===== src/hw/rtl/bfa_ram.sv =====
module bfa_ram #(
	parameter int WIDTH = 8,
	parameter int DEPTH = 16,
	parameter int AW    = $clog2(DEPTH)
) (
	input  logic             clk,
	input  logic             we,
	input  logic [AW-1:0]    waddr,
	input  logic [WIDTH-1:0] wdata,
	input  logic [AW-1:0]    raddr,
	output logic [WIDTH-1:0] rdata
);

	logic [WIDTH-1:0] mem [DEPTH];

	// Single write port, registered read port.
	always_ff @(posedge clk) begin
		if (we) begin
			mem[waddr] <= wdata;
		end
		rdata <= mem[raddr];
	end

endmodule


===== config.mk =====
export PLATFORM = sky130hd
export DESIGN_NAME = bfa_ram
export DESIGN_NICKNAME = d
export VERILOG_FILES = /design/src/hw/rtl/bfa_ram.sv
export SDC_FILE = /design/constraint.sdc
export NUM_CORES = 1
export LEC_CHECK = 0
export BUFFER_PORTS_ARGS = -buffer_cell sky130_fd_sc_hd__buf_2
export CAP_MARGIN = 5
export CORE_UTILIZATION = 30
export CTS_CLUSTER_DIAMETER = 80
export CTS_CLUSTER_SIZE = 8
export DETAILED_ROUTE_END_ITERATION = 6
export PLACE_DENSITY = 0.53
export SYNTH_ARGS = -nofsm -noshare
export SYNTH_HDL_FRONTEND = slang
export SYNTH_SLANG_ARGS = --single-unit

===== constraint.sdc =====
create_clock -name clk -period 2.6 [get_ports clk]
set_clock_uncertainty 0.15 [all_clocks]
set_input_delay 0.52 -clock clk [delete_from_list [all_inputs] [get_ports clk]]
set_output_delay 0.52 -clock clk [all_outputs]
set_load 0.01 [all_outputs]

# After elaboration in Yosys (flattened, before gate mapping)
# Memories as Yosys holds them, arrays and structs flattened. A register that Yosys moved wholly into a read port is not among the register bits.
# Cells that the tools add are included.
dict set report totals {
  latchBits 0
  memories 1
  romBits 0
  elab_cells 3
  out_inout_bits 8
  ramBits 128
  input_bits 18
  register_bits 0
}
dict set report classes {
  n_eq_ne 0
  shift 0
  mux 2
  reduce_logical 0
  mul 0
  bitwise 0
  n_lt_le_gt_ge 0
  n_div 0
  addsub 0
}
# memory words word_bits rd rd_ports_with_merged_regs write_ports line
set memory_table {}
lappend memory_table {mem 16 8 1 1 1 14} ;# logic [WIDTH-1:0] mem [DEPTH];
# operator n
set ops {}
lappend ops {{1-bit 2-to-1 mux} 2}

# Logic depth before layout (Yosys ltp)
# Gate-level depths: netlist (run 1).
dict set report logic_depth {
  ltp_word 2
  ltp_mapped 5
  mapped_depth_nobuf 3
}

# Worst setup path after synthesis (run 1)
# Ideal clock, no wire load.
dict set report synth_path {
  path_type {in2reg}
  start {in waddr[2]}
  end {mem mem[0][0], enable pin}
  setup_slack_ps 437
  t_arrival_ps 1630
  setup_time_ps 383
  stages 2
  required_ps 2067
  n_path_buf 0
  cell_sequence {or3b_2 > nor3_1}
}
# element line
set synth_rtl {}
lappend synth_rtl {{from (decl)} 8} ;# input logic [AW-1:0] waddr,
lappend synth_rtl {{to (decl)} 14}
# No word-level cell before the write port.

==> results.cfg, run 1 <==
[run_status]
status = completed

[power]
max-vdd-ir-drop_mv = 0.4464
p_leak_nw = 2.098
power_density_nw_per_um2 = 805.1

[place]
post-place-ws_ns = 0.4256
portBuffers = 25
dp_hpwl_um = 6606
placedInstanceArea_um2 = 5647
gp_congestion = 0.7118

[timing]
slew_headroom_pct = 69.52
timing.setup.tns_ns = 0
holdWs_ns = 0.3319
period_share_pct = 66.51
min_period_ns = 1.729
timing.fmax_mhz = 578.3
slew_viol_final = 0
worst_slew_pin_slew_ns = 0.4571
setup_slack_ns = 0.8707
setup_viol = 0
hold_viol_final = 0
rsz0062_at_grt = no

[floorplanning]
num_rows = 47
fp.dieArea_um2 = 17690
num_io_pins = 26
core_area_um2 = 16640
die_h_um = 133.0
start_util_pct = 30.93
die_x_um = 133.0

[synthesis]
netlist.area_leader.share_pct = 74.67
synth_edf_count = 128
yosysSeqAreaShare_pct = 77.78
synth.most_common_cell = edfxtp_1
synth_area_um2 = 5147
syn-mean-instance-area_um2 = 22.48
synth_cells = 229
synth_ff_type = edfxtp_1
synth_nets = 247
ys_ff_latch = 136
ys_warn_count = 0
async_flop_share_pct = 0
synth_common_cells = edfxtp_1 (128), mux4_2 (18), a22oi_1 (16)
yosys.area.top_type = edfxtp_1
synth_cell_types = 19
synthTopCellsByArea = edfxtp_1 (75%), mux4_2 (7.9%), mux4_1 (7.1%)

[clocking]
clock-sinks = 136
cts_resized = 0
clock_path_buffers = 2
path_clk_slew_ns = 0.05
cts_root_buf = clkbuf_16
numCtsBuffers = 17
htree_levels = 4
clk_latency_ns = 0.42
cts_tree = built
cts_setup_buffers = 0
cts_hold_buf = 0

[routing]
ant_nets = 0
drt_wl_total_um = 10330
drt_iter0_markers = 249
drcViolationCount = 0
drtPass1Iterations = 4
vias_per_cell = 4.612
route.vias.total = 2389
avgRoutedWirePerCell_um = 19.93

[cells_and_area]
diodes = 0
areaGrowthSynthToFinish_pct = 20.81
fin_nets = 304
fin_area_um2 = 6218
drive_gt1_share_pct = 30.54

[hold_path]
hold_path.class = in -> reg

[critical_path]
required_ns = 2.74
cp_cell_sequence = buf_2 > buf_12 > mux4_1 > a22oi_1 > nand2_1
startpoint_type = primary input
critPathTopFamily = multiplexers
path_buf_inv = 2
cp.arrival_ns = 1.87
crit_fanout = 32
slowest_delay_ns = 0.59
path_class = in -> reg
critPathSlowestCell = mux4_1
end_kind = flip-flop

[global_routing]
grt_overflow = 0
track_usage_pct = 12.80
grt_max_degree = 33
antenna_found_initial = 0
grt_pass1_vias = 2560
grt_pass1_wl_um = 15710

[run]
drv_cap = 0
## where the power goes
part | internal (mW) | leakage, nW | switching [mW] | total [mW]
clock | 1.51 | 0.279 | 0.798 | 2.30
combinational | 0.100 | 0.596 | 0.132 | 0.232
sequential | 2.45 | 1.22 | 0.0171 | 2.47
## layout make-up
type	instances	area [um^2]
clock buffers	28	506.7
clock inverters	3	65.06
fillers	1512	10420
multi-input cells	83	1057
flip-flops and latches	136	4004
well taps	220	275.3
repair buffers	48	310.3
## through the flow
stage	instances	total power [mW]	utilization, %
2_1_floorplan	229	2.638	-
3_3_place_gp	487	2.749	33.93
3_5_place_dp	487	2.752	33.93
4_1_cts	518	5.053	37.37
5_1_grt	518	5.155	37.37
6_report	518	5.007	37.37
## worst paths after layout
kind                   start        end  slack, ns  cells past startpoint
setup reg to reg  mem[10][6]   rdata[6]       1.07                      3
hold / removal      wdata[5]  mem[4][5]       0.33                      1
hold reg to reg   mem[12][3]   rdata[3]       0.52                      3
setup / recovery    raddr[0]   rdata[0]       0.87                      5
## sequential cells by signal, indices dropped and copies added, names as in the netlist
signal  count
mem       128
rdata       8
## routing by layer
layer	part of all wire, %	global-route usage (%)
met1	45	16.27
met2	49	20.42
met3	3.9	3.410
met4	1.3	5.939
met5	0	0
## cell families (layout without fill, tap and decap cells)
kind of cell / Yosys count / in the layout / share of synthesized area, %
compound gates: 16 / 16 / 2.334
buf+inv: 10 / 79 / 1.677
flops: 136 / 136 / 77.78
mux: 32 / 32 / 15.02
simple gates: 35 / 35 / 3.184
## cells in the final DEF (no fill, tap or decap), types with 4 or more instances in the layout
cell type / Yosys / final
edfxtp_1: 128 / 128
clkbuf_1: 0 / 7
a22oi_1: 16 / 16
mux4_2: 18 / 18
buf_2: 3 / 25
buf_4: 1 / 22
dfxtp_1: 8 / 8
mux4_1: 14 / 14
clkbuf_16: 0 / 17
nor3_1: 4 / 4
nor2_1: 13 / 13
nand2_1: 9 / 9
clkbuf_8: 0 / 4
Note: power is estimated with default switching activity, not from simulation.
==> run 2, diff against run 1 <==
==> constraint.sdc (replaced) <==
create_clock -name clk -period 1.66 [get_ports clk]
set_clock_uncertainty 0.15 [all_clocks]
set_input_delay 0.332 -clock clk [delete_from_list [all_inputs] [get_ports clk]]
set_output_delay 0.332 -clock clk [all_outputs]
set_load 0.01 [all_outputs]
==> results.cfg, run 2 (synthesis gave the netlist of run 1 again) <==
[clocking]
cts_hold_buf = 0
htree_levels = 4
clock_path_buffers = 2
clock-sinks = 136
path_clk_slew_ns = 0.05
cts_resized = 0
clk_latency_ns = 0.41
cts_setup_buffers = 0
cts_tree = built
cts_root_buf = clkbuf_16
numCtsBuffers = 17

[routing]
vias_per_cell = 4.761
drcViolationCount = 0
drt_wl_total_um = 10110
drtPass1Iterations = 4
drt_iter0_markers = 130
ant_nets = 0
avgRoutedWirePerCell_um = 19.29
route.vias.total = 2495

[timing]
setup_slack_ns = 0.1092
worst_slew_pin_slew_ns = 0.8383
min_period_ns = 1.551
timing.fmax_mhz = 644.8
slew_headroom_pct = 44.00
timing.setup.tns_ns = 0
hold_viol_final = 0
slew_viol_final = 0
rsz0062_at_grt = no
period_share_pct = 93.42
setup_viol = 0

[hold_path]
hold_path.class = in -> reg

[power]
p_leak_nw = 2.111
max-vdd-ir-drop_mv = 0.8148
power_density_nw_per_um2 = 1198

[critical_path]
cp_cell_sequence = mux4_1 > a22oi_1 > nand2_1
crit_fanout = 1
critPathSlowestCell = mux4_1
crit_path_end = rdata[5]
slowest_delay_ns = 0.50
cp.arrival_ns = 1.67
startpoint_type = flip-flop
r2r_slack_ns = 0.11
required_ns = 1.78
r2r_cells = 3
reg2reg_to = rdata[5]
crit_path_start = mem[9][5]
timing.rr.start = mem[9][5]
path_class = reg -> reg
end_kind = flip-flop

[global_routing]
grt_pass1_wl_um = 15810
grt_overflow = 0
track_usage_pct = 12.68
antenna_found_initial = 2
grt_pass1_vias = 2619
grt_max_degree = 17

[place]
dp_hpwl_um = 6905
post-place-ws_ns = -0.2790
numPlacedInstances = 494
portBuffers = 25
gp_congestion = 0.7061

[floorplanning]
num_io_pins = 26
core_area_um2 = 16640
fp.dieArea_um2 = 17690
die_h_um = 133.0
start_util_pct = 30.93
num_rows = 47
die_x_um = 133.0

[run_status]
status = completed

[cells_and_area]
largest_reg_flops = 128
instances_no_fill = 524
top_register = mem
most-common-layout-cells = edfxtp_1 (128), buf_4 (27), buf_2 (25)
reg.largest.list = mem (128), rdata (8)
fin_nets = 311
areaGrowthSynthToFinish_pct = 21.27
layout_commonest_cell = edfxtp_1
drive_gt1_share_pct = 32.34

[run]
drv_cap = 0
-- run 2: cell count changes in the layout (fill, tap and decap cells not counted) --
cell       previous run  this run
diode_2               0         1
clkinv_1              0         3
clkbuf_8              4         0
clkbuf_1              7         5
clkinv_2              1         3
buf_12                1         3
buf_4                22        27
nor3_1                4         1
nor3_2                0         3
bufinv_16             2         1
-- run 2: area by class of cell --
type,instances,area [um^2]
clock buffers,22,444.2
repair buffers,55,387.9
clock inverters,7,56.30
flip-flops and latches,136,4004
multi-input cells,83,1072
fillers,1499,10400
diodes,1,2.502
well taps,220,275.3
-- run 2: worst min path at each step --
stage | start | end | depth (start not counted)
global route | wdata[4] | mem[11][4] | 1
CTS | wdata[0] | mem[14][0] | 1
floorplan | wdata[0] | mem[0][0] | 0
detailed placement | mem[0][2] | rdata[2] | 3
finish | wdata[0] | mem[14][0] | 1
global placement | mem[8][4] | rdata[4] | 3
-- run 2: per-layer routing --
layer	track usage, %	part of all wire (%)
met5	0	0
met4	4.215	0.97
met3	4.981	5.8
met2	19.63	49
met1	16.24	44
-- run 2: where the power goes --
part           leakage [nW]  internal [mW]  total [mW]  switching (mW)
combinational         0.642          0.174       0.384           0.210
clock                 0.246           2.00        3.23            1.23
sequential             1.22           3.84        3.87          0.0229
total                  2.11           6.02        7.48            1.46
-- run 2: worst max-delay path: cells and delay by family, from the launching register on --
family	cells	cell delay (ns)
DFF	1	0.35
AOI/OAI and AO/OA	1	0.28
muxes	1	0.50
and+or+nand+nor	1	0.13
-- run 2: through the flow --
| stage | instance area [um^2] | utilization [%] | hold WS, ns | power (mW) |
|---|---|---|---|---|
| after floorplan | 5162 | - | 0.2809 | 4.133 |
| after global placement | 5739 | 34.49 | 0.5184 | 4.321 |
| after detailed placement | 5739 | 34.49 | 0.5318 | 4.329 |
| after CTS | 6240 | 37.49 | 0.1457 | 7.558 |
| after global routing | 6240 | 37.49 | 0.1464 | 7.741 |
| final | 6242 | 37.51 | 0.1580 | 7.479 |
